<file path="src/rtl/rsm_pkg.sv">
// ---------------------------------------------------------------------------
// rsm_pkg
// shared types and constants of the row softmax block
// ---------------------------------------------------------------------------
`default_nettype none

package rsm_pkg;
    typedef logic [31:0] t_factor;

    localparam int LOGIT_W = 16;
    localparam int EXP_W   = 16;
    localparam int SUM_W   = 22;
    localparam int PROB_W  = 17;
    localparam int POS_W   = 6;

    // round(exp(-2^k) * 2^32), k = -12 .. 3
    function automatic t_factor exp_factor(input logic [3:0] idx);
        t_factor f;
        case (idx)
            4'd0:    f = 32'd4293918848;
            4'd1:    f = 32'd4292870656;
            4'd2:    f = 32'd4290775039;
            4'd3:    f = 32'd4286586875;
            4'd4:    f = 32'd4278222805;
            4'd5:    f = 32'd4261543595;
            4'd6:    f = 32'd4228380000;
            4'd7:    f = 32'd4162825044;
            4'd8:    f = 32'd4034748382;
            4'd9:    f = 32'd3790295335;
            4'd10:   f = 32'd3344923893;
            4'd11:   f = 32'd2605029347;
            4'd12:   f = 32'd1580030169;
            4'd13:   f = 32'd581260616;
            4'd14:   f = 32'd78665070;
            default: f = 32'd1440801;
        endcase
        return f;
    endfunction
endpackage

`default_nettype wire

</file>
<file path="src/rtl/row_softmax.sv">
// ---------------------------------------------------------------------------
// row_softmax
// max-subtracted softmax over one row of fixed-point logits
// ---------------------------------------------------------------------------
// Elements are taken one per cycle while busy is low; each is written into
// the row memory and the running peak is updated. The element marked row_end
// closes the row and raises busy. Pass one reads each stored element
// (registered memory read), forms exp(x - peak) by a shift-and-multiply over
// the 16 bits of the difference (one 33x32 multiply per cycle) and writes the
// result back into the exp memory while summing. Pass two reads each exp
// value and divides it by the sum with a restoring divider that starts from
// e/2, since the upper quotient bits are always zero, and forms the 17
// quotient bits one per cycle. Results come out on o_valid for one cycle
// each and cannot be stalled. Elements past ROW_DEPTH are dropped and flag
// o_row_overflow on every result.
// ---------------------------------------------------------------------------
`default_nettype none

module row_softmax
    import rsm_pkg::*;
#(
    parameter int ROW_DEPTH = 64,
    parameter int FRAC_BITS = 8
) (
    input  wire logic                       i_clk,
    input  wire logic                       i_rst_n,
    input  wire logic                       start,
    output logic                            busy,
    input  wire logic signed [LOGIT_W-1:0]  i_logit,
    input  wire logic                       i_row_end,
    output logic                            o_valid,
    output logic [PROB_W-1:0]               o_probability,
    output logic [POS_W-1:0]                o_position,
    output logic                            o_final_of_row,
    output logic                            o_row_overflow
);
    localparam int AW  = (ROW_DEPTH > 1) ? $clog2(ROW_DEPTH) : 1;
    localparam int CW  = $clog2(ROW_DEPTH + 1);

    localparam logic [2:0] S_LOAD  = 3'd0;
    localparam logic [2:0] S_XRD   = 3'd1;
    localparam logic [2:0] S_EXP   = 3'd2;
    localparam logic [2:0] S_DRD   = 3'd3;
    localparam logic [2:0] S_DIV   = 3'd4;

    logic [LOGIT_W-1:0] row_mem [ROW_DEPTH];
    logic [EXP_W-1:0]   exp_mem [ROW_DEPTH];

    logic [2:0]                r_state, n_state;
    logic [CW-1:0]             r_count;
    logic signed [LOGIT_W-1:0] r_peak;
    logic                      r_drop;
    logic [AW-1:0]             r_idx;
    logic [4:0]                r_bit;
    logic [32:0]               r_acc;
    logic [15:0]               r_d;
    logic                      r_zero;
    logic [SUM_W-1:0]          r_sum;
    logic [SUM_W:0]            r_rem;
    logic [EXP_W-1:0]          r_num;
    logic [PROB_W-1:0]         r_quo;
    logic [LOGIT_W-1:0]        r_rd_x;
    logic [EXP_W-1:0]          r_rd_e;

    logic              accept;
    logic              wr_en;
    logic [AW-1:0]     rd_addr;
    logic              exp_wr;
    logic [EXP_W-1:0]  exp_val;
    logic [63:0]       prod;
    logic [3:0]        fidx;
    logic [4:0]        bit_j;
    logic [SUM_W:0]    rem_sh;
    logic [CW-1:0]     idx_ext;
    logic              last_idx;

    assign busy     = (r_state != S_LOAD);
    assign accept   = start && !busy;
    assign wr_en    = accept && (r_count != CW'(ROW_DEPTH));
    assign idx_ext  = CW'(r_idx);
    assign last_idx = (idx_ext + CW'(1)) == r_count;

    // bit j of the difference maps to table entry j - FRAC_BITS + 12
    assign bit_j = r_bit - 5'd1;
    assign fidx  = 4'(bit_j + 5'd12 - 5'(FRAC_BITS));
    assign prod  = 64'(r_acc) * 64'(exp_factor(fidx));

    always_comb begin
        if (r_zero) begin
            exp_val = '0;
        end else if (r_acc[32]) begin
            exp_val = '1;
        end else begin
            exp_val = r_acc[31:16];
        end
    end

    assign exp_wr = (r_state == S_EXP) && (r_bit == 5'd17);
    assign rem_sh = {r_rem[SUM_W-1:0], r_num[EXP_W-1]};

    always_ff @(posedge i_clk) begin
        if (wr_en) begin
            row_mem[r_count[AW-1:0]] <= i_logit;
        end
        r_rd_x <= row_mem[rd_addr];
        if (exp_wr) begin
            exp_mem[r_idx] <= exp_val;
        end
        r_rd_e <= exp_mem[rd_addr];
    end

    assign rd_addr = r_idx;

    always_comb begin
        n_state = r_state;
        unique case (r_state)
            S_LOAD: if (accept && i_row_end) n_state = S_XRD;
            S_XRD:  n_state = S_EXP;
            S_EXP:  if (r_bit == 5'd17) n_state = last_idx ? S_DRD : S_XRD;
            S_DRD:  n_state = S_DIV;
            S_DIV:  if (r_bit == 5'd18) n_state = last_idx ? S_LOAD : S_DRD;
            default: n_state = S_LOAD;
        endcase
    end

    always_ff @(posedge i_clk) begin
        if (!i_rst_n) begin
            r_state <= S_LOAD;
            r_count <= '0;
            r_peak  <= {1'b1, {(LOGIT_W-1){1'b0}}};
            r_drop  <= 1'b0;
            r_idx   <= '0;
            r_bit   <= '0;
            o_valid <= 1'b0;
        end else begin
            r_state <= n_state;
            o_valid <= 1'b0;
            unique case (r_state)
                S_LOAD: begin
                    r_idx <= '0;
                    r_sum <= '0;
                    if (accept) begin
                        if (wr_en) begin
                            r_count <= r_count + CW'(1);
                            if (i_logit > r_peak) r_peak <= i_logit;
                        end else begin
                            r_drop <= 1'b1;
                        end
                    end
                end
                S_XRD: begin
                    r_bit <= '0;
                end
                S_EXP: begin
                    // step 0 latches d, steps 1..16 take one bit each
                    if (r_bit != 5'd17) begin
                        r_bit <= r_bit + 5'd1;
                    end else begin
                        r_sum <= r_sum + SUM_W'(exp_val);
                        r_idx <= last_idx ? '0 : r_idx + AW'(1);
                    end
                end
                S_DRD: begin
                    r_bit <= '0;
                end
                S_DIV: begin
                    if (r_bit != 5'd18) begin
                        r_bit <= r_bit + 5'd1;
                    end else begin
                        o_valid        <= 1'b1;
                        o_probability  <= r_quo;
                        o_position     <= POS_W'(r_idx);
                        o_final_of_row <= last_idx;
                        o_row_overflow <= r_drop;
                        r_idx          <= last_idx ? '0 : r_idx + AW'(1);
                        r_bit          <= '0;
                        if (last_idx) begin
                            r_count <= '0;
                            r_peak  <= {1'b1, {(LOGIT_W-1){1'b0}}};
                            r_drop  <= 1'b0;
                        end
                    end
                end
                default: ;
            endcase
        end
    end

    // exponent multiply loop and divider datapath: payload, no reset
    always_ff @(posedge i_clk) begin
        if (r_state == S_EXP) begin
            if (r_bit == 5'd0) begin
                r_d    <= 16'(r_peak - signed'(r_rd_x));
                r_acc  <= 33'h1_0000_0000;
                r_zero <= 1'b0;
            end else if (r_bit != 5'd17) begin
                r_d <= r_d >> 1;
                if (r_d[0]) begin
                    if (bit_j >= 5'(FRAC_BITS + 4)) begin
                        r_zero <= 1'b1;
                    end else if (bit_j + 5'd12 >= 5'(FRAC_BITS)) begin
                        r_acc <= {1'b0, prod[63:32]};
                    end
                end
            end
        end
        if (r_state == S_DIV) begin
            if (r_bit == 5'd0) begin
                // dividend is e << 16; the quotient never exceeds 17 bits
                r_num <= {r_rd_e[0], {(EXP_W-1){1'b0}}};
                r_rem <= {{(SUM_W-EXP_W+2){1'b0}}, r_rd_e[EXP_W-1:1]};
                r_quo <= '0;
            end else if (r_bit != 5'd18) begin
                r_num <= r_num << 1;
                if (rem_sh >= {1'b0, r_sum}) begin
                    r_rem <= rem_sh - {1'b0, r_sum};
                    r_quo <= {r_quo[PROB_W-2:0], 1'b1};
                end else begin
                    r_rem <= rem_sh;
                    r_quo <= {r_quo[PROB_W-2:0], 1'b0};
                end
            end
        end
    end
endmodule

`default_nettype wire

</file>
<file path="config.mk">
export PLATFORM = sky130hd
export DESIGN_NAME = row_softmax
export DESIGN_NICKNAME = d
export VERILOG_FILES = /design/src/rtl/rsm_pkg.sv /design/src/rtl/row_softmax.sv
export SDC_FILE = /design/constraint.sdc
export NUM_CORES = 2
export LEC_CHECK = 0
export BUFFER_PORTS_ARGS = -buffer_cell sky130_fd_sc_hd__buf_2
export CORE_ASPECT_RATIO = 2
export CORE_UTILIZATION = 37
export DETAILED_ROUTE_END_ITERATION = 7
export GPL_TIMING_DRIVEN = 1
export HOLD_SLACK_MARGIN = 0.05
export PLACE_DENSITY = 0.55
export SLEW_MARGIN = 40
export SYNTH_ARGS = -nofsm -noshare
export SYNTH_HDL_FRONTEND = slang
export SYNTH_SLANG_ARGS = --single-unit
</file>
<file path="constraint.sdc">
create_clock -name i_clk -period 14.3 [get_ports i_clk]
set_input_delay 2.145 -clock i_clk [delete_from_list [all_inputs] [get_ports i_clk]]
set_output_delay 2.145 -clock i_clk [all_outputs]
set_load 0.05 [all_outputs]
</file>
Yosys cells after proc, flatten, opt, wreduce, memory -nomap -nowiden

Memories as Yosys holds them, arrays and structs flattened. A register that Yosys moved wholly into a read port is not among the register bits.
Index checks and enable logic that the tools add are counted.

Register bits: 190
Latch bits: 0
Memory bits (writable): 2048
Bits in read-only memories: 512
Input bits: 20
Word-level logic and storage cells: 146
Memories kept: 3

Memories:

| name            | depth | width | rd ports | clocked after Yosys merged registers in | wr ports | RTL line          | RTL |
|---|---|---|---|---|---|---|---|
| exp_mem         | 64    | 16    | 1        | 1                                       | 1        | row_softmax.sv:47 | `logic [EXP_W-1:0] exp_mem [ROW_DEPTH];` |
| row_mem         | 64    | 16    | 1        | 1                                       | 1        | row_softmax.sv:46 | `logic [LOGIT_W-1:0] row_mem [ROW_DEPTH];` |
| (no name shown) | 16    | 32    | 1        | 0                                       | 0        | rsm_pkg.sv:19     | `case (idx)` |

Add/subtract/negate cells: 10
Multipliers: 1
Div/mod/pow operators: 0
Magnitude comparators: 4
Equal/unequal tests: 22
Shift operators: 0
Multiplexer cells: 54
Bitwise gates (word level): 1
Reductions and logical operators: 31

Operators with widths:

| cell                                 | count |
|---|---|
| two-way mux 16 bit                   | 11 |
| two-way mux 33 bit                   | 4 |
| two-way mux 22 bit                   | 3 |
| multiplier 33 x 32 -> 64 bit         | 1 |
| case mux 22 bit (2 select lines)     | 1 |
| case mux 16 bit (2 select lines)     | 1 |
| two-way mux 7 bit                    | 4 |
| >= comparator 23 x 22 -> 1 bit       | 1 |
| adder 22 x 16 -> 22 bit              | 1 |
| != test 2 bit, second input constant | 11 |
| subtractor 22 bit                    | 1 |
| two-way mux 6 bit                    | 3 |
| case mux 6 bit (3 select lines)      | 1 |
| two-way mux 17 bit                   | 1 |
| > comparator 16 bit                  | 1 |
| subtractor 16 bit                    | 1 |
| two-way mux 15 bit                   | 1 |
| case mux 3 bit (5 select lines)      | 1 |
| case mux 5 bit (3 select lines)      | 1 |
| AND reduction 5 bit                  | 3 |
| case mux 7 bit (2 select lines)      | 1 |
| nonzero test 2 bit                   | 7 |
| two-way mux 1 bit                    | 13 |
| AND reduction 3 bit                  | 4 |
| 30 further kinds                     | 46 |

Longest topological paths before layout

An unclocked memory read counts as a cell.

Depth after elaboration: 9
Gate-level depth with buffers: 42

Worst setup path before layout

Ideal clock, no wire load.

Path kind: flip-flop to flip-flop
Start point: register r_bit[0]
End point: register r_acc[23], data pin
Library setup time: 0.267 ns
Arrival: 10.023 ns
Setup slack: 4.010 ns
Cell stages (with the launch flop): 41
Clock period less this slack: 10.290 ns
Cells stage by stage: dfxtp_1 clkbuf_1 inv_1 ha_1 inv_1 ha_1 clkbuf_1 clkinv_1 ha_1 buf_2 inv_1 clkbuf_1 a21oi_1 a21oi_1 clkbuf_1 and2_1 fa_1 inv_1 (+5 left out) inv_1 fa_1 inv_1 fa_1 inv_1 fa_1 inv_1 ha_1 nand3_1 nor3_1 nand2_1 o211a_1 or4_4 nand2_2 nor4b_2 or4_4 a21oi_1 nor3_2

Cells in the longest elaborated chain, start to end: 9
Elaborated cells between the ends (all ways): 10
Classes of those cells: add/sub (3); mul (1); mux (4); reduce/logical (1); memory (1)

Ends and longest elaborated chain:

| what                         | RTL line           | RTL |
|---|---|---|
| start, declared              | row_softmax.sv:54  | `logic [4:0] r_bit;` |
| start signal, assigned       | row_softmax.sv:157 | `r_bit <= r_bit + 5'd1;` |
| start signal, assigned       | row_softmax.sv:168 | `r_bit <= r_bit + 5'd1;` |
| subtractor 5 x 1 -> 5 bit    | row_softmax.sv:84  | `assign bit_j = r_bit - 5'd1;` |
| adder 5 x 4 -> 5 bit         | n/a                |  |
| subtractor 4 bit             | row_softmax.sv:85  | `assign fidx = 4'(bit_j + 5'd12 - 5'(FRAC_BITS));` |
| memory (16 x 32 bit)         | n/a                |  |
| multiplier 33 x 32 -> 64 bit | row_softmax.sv:86  | `assign prod = 64'(r_acc) * 64'(exp_factor(fidx));` |
| two-way mux 33 bit           | row_softmax.sv:201 | `end else if (bit_j + 5'd12 >= 5'(FRAC_BITS)) begin` |
| two-way mux 33 bit           | row_softmax.sv:199 | `if (bit_j >= 5'(FRAC_BITS + 4)) begin` |
| two-way mux 33 bit           | row_softmax.sv:198 | `if (r_d[0]) begin` |
| two-way mux 33 bit           | row_softmax.sv:196 | `end else if (r_bit != 5'd17) begin` |
| end signal, assigned         | row_softmax.sv:202 | `r_acc <= {1'b0, prod[63:32]};` |
| end, declared                | row_softmax.sv:55  | `logic [32:0] r_acc;` |

Parallel ways exist; a longest one is shown, timed or not. The select of a mux whose other input is x is not followed.
A chain may end at the register's enable or synchronous reset.

Final worst setup path

Start point: register r_bit[0]
End point: register r_acc[29], data pin

Same word-level chain as after synthesis.

==> results.json <==
{
  "startpoint": "r_bit[0]",
  "path_clk_slew_ps": 70,
  "dpl.hpwl_mm": 263,
  "syn_inst": 8846,
  "cp-start-kind": "flip-flop",
  "ys.flop_type": "edfxtp_1",
  "ios": 47,
  "tightest_slew_ps": 1010,
  "finalCriticalPeriod_ps": 11910,
  "path_class": "flip-flop to flip-flop",
  "cts_resized": 0,
  "yosys.area.top_type": "edfxtp_1",
  "slew_headroom_pct": 33.0,
  "fill_cells": 29133,
  "synthArstFlopShare_pct": 0,
  "setup_viol": 0,
  "die_h_um": 803,
  "synth_top_cells_by_count": "2185 x edfxtp_1, 1023 x inv_1, 927 x fa_1",
  "instances_no_fill": 13186,
  "routed_wl_mm": 389,
  "dr.pass1.iters": 5,
  "syn_area_sq_mm": 0.119,
  "cp_common_cell": "fa_1",
  "ys_seq_area_share_pct": 56.5,
  "cts_buffer_depth": 4,
  "preCtsSetupSlack_ps": 2570,
  "layout-drive-gt1-share_pct": 8.74,
  "coreArea_sq_mm": 0.319,
  "cts_sinks": 2256,
  "synth.most_common_cell": "edfxtp_1",
  "die_w_um": 402,
  "nNetsFinal": 10179,
  "ys_warn_count": 0,
  "port_buffers": 46,
  "tns_ps": 0,
  "post_cts_buffers": 0,
  "cts-root-buf": "clkbuf_16",
  "reg2reg_from": "r_bit[0]",
  "rsz0062_at_grt": "no",
  "antenna_found_initial": 17,
  "grt_usage_pct": 23.9,
  "cp.arrival_ps": 12490,
  "cts_tree": "yes",
  "crit_fanout": 16,
  "start_util_pct": 37.3,
  "skew_ps": 81.2,
  "avgSynthCellArea_sq_um": 13.4,
  "vias": 75099,
  "ctsHoldBuffers": 0,
  "ys_types": 77,
  "synth-edff-count": 2185,
  "antenna_left": 0,
  "timing.final.crit_share_pct": 83.3,
  "synthToLayoutAreaGrowth_pct": 11.0,
  "wl_per_cell_um": 29.5,
  "drt_iter0_drc": 6464,
  "cp.required_ps": 14880,
  "viasPerCell": 5.70,
  "final_max_slew_viol_count": 0,
  "grt-ovfl-total": 0,
  "hold_class": "flip-flop to flip-flop",
  "status": "finished, final reports clean",
  "cts_buffers": 191,
  "fmax_ghz": 0.0840,
  "yosys.area.top_type_share_pct": 55.3,
  "hold_viol_final": 0,
  "die_area_sq_mm": 0.323,
  "std_cell_rows": 293,
  "dp.cells": 12821,
  "grt_max_degree": 110,
  "crit_slowest_cell": "ha_1",
  "fin_ws_ps": 2390,
  "synth_nets": 10136,
  "place.gp.congestion": 0.941,
  "drc": 0,
  "first_global_vias": 80388,
  "synth_seq_cells": 2256,
  "drv_cap": 0,
  "cts_max_level": 4,
  "slowest_delay_ps": 740,
  "synth_area_leaders": "edfxtp_1 55%, fa_1 16%, a22oi_1 4.6%",
  "clk_latency_ps": 860,
  "min-delay-start": "r_quo[16]",
  "end_kind": "flip-flop",
  "grt_pass1_wl_mm": 559
}
==> critical path, delay by kind of cell, from the launching register on <==
kind | cells | cell delay (ps)
buffers and inverters | 9 | 1530
AO/OA/AOI/OAI | 10 | 3480
adder cells (fa/ha/maj) | 12 | 5550
AND/OR/NAND/NOR | 3 | 340
flip-flops | 1 | 720
==> state kept, by name, summed over array words and instances (netlist names), 16 cells and up <==
| name | cells |
|---|---|
| row_mem | 1024 |
| r_d | 16 |
| r_peak | 16 |
| r_sum | 22 |
| r_rd_x | 16 |
| r_rem | 22 |
| exp_mem | 1024 |
| o_probability | 17 |
| r_quo | 17 |
| r_acc | 33 |
| r_rd_e | 16 |
==> final timing paths <==
kind	endpoint	slack [ps]	cells past startpoint
min	o_probability[16]	430	0
max reg2reg	r_acc[29]	2390	34
max	r_acc[29]	2390	34
min reg2reg	o_probability[16]	430	0
==> logic make-up (layout without fill, tap and decap cells) <==
logic type                 after synthesis  in the layout  share of synthesized area (%)
DFF                                   2256           2256                           56.5
xor gates and xnor gates                96             96                          0.708
and+or+nand+nor                       1940           1940                           7.99
other                                    0             18                              0
buffers and inverters                 1553           1745                           4.92
adders and majority gates             1270           1270                           19.3
muxes                                   32             32                          0.277
AOI/OAI and AO/OA                     1699           1699                           10.4
==> area by class of cell <==
cell class / count / area, sq um / area share [%]
antenna: 18 / 45.0 / 0.0342
clock buffer: 227 / 5020 / 3.81
clock inverter: 115 / 1020 / 0.772
inverter: 1025 / 3850 / 2.92
multi-input combinational: 5037 / 46500 / 35.3
sequential: 2256 / 67000 / 50.9
tap: 4130 / 5170 / 3.92
timing repair buffer: 378 / 3040 / 2.31
==> stage by stage <==
stage               util [%]  cell area (sq um)  hold slack, ps
floorplan                  -             119000             400
global placement        39.2             125000             403
detailed placement      39.4             126000             417
CTS                     41.3             132000             436
global route            41.3             132000             438
finish                  41.3             132000             429
==> per-layer routing <==
metal | vias to the layer above | track usage [%] | part of all wire [%]
li1 | 31637 | - | -
met1 | 39538 | 24.3 | 33
met2 | 2904 | 45.0 | 54
met3 | 1016 | 2.36 | 4.9
met4 | 4 | 17.6 | 8.6
met5 | - | 0 | 0.0059
==> cells in the final DEF (no fill, tap or decap), types with 188 or more instances in the layout <==
cell type  count
nor2_1       298
a22oi_1      735
edfxtp_1    2185
inv_1       1021
a21oi_1      188
nand2_1      699
fa_1         927
buf_4        295
clkbuf_16    196
and2_1       508
ha_1         343
Power is left out: the tool's default activity adds up to more than one toggle a clock period on the data nets, which glitch-free logic cannot reach.
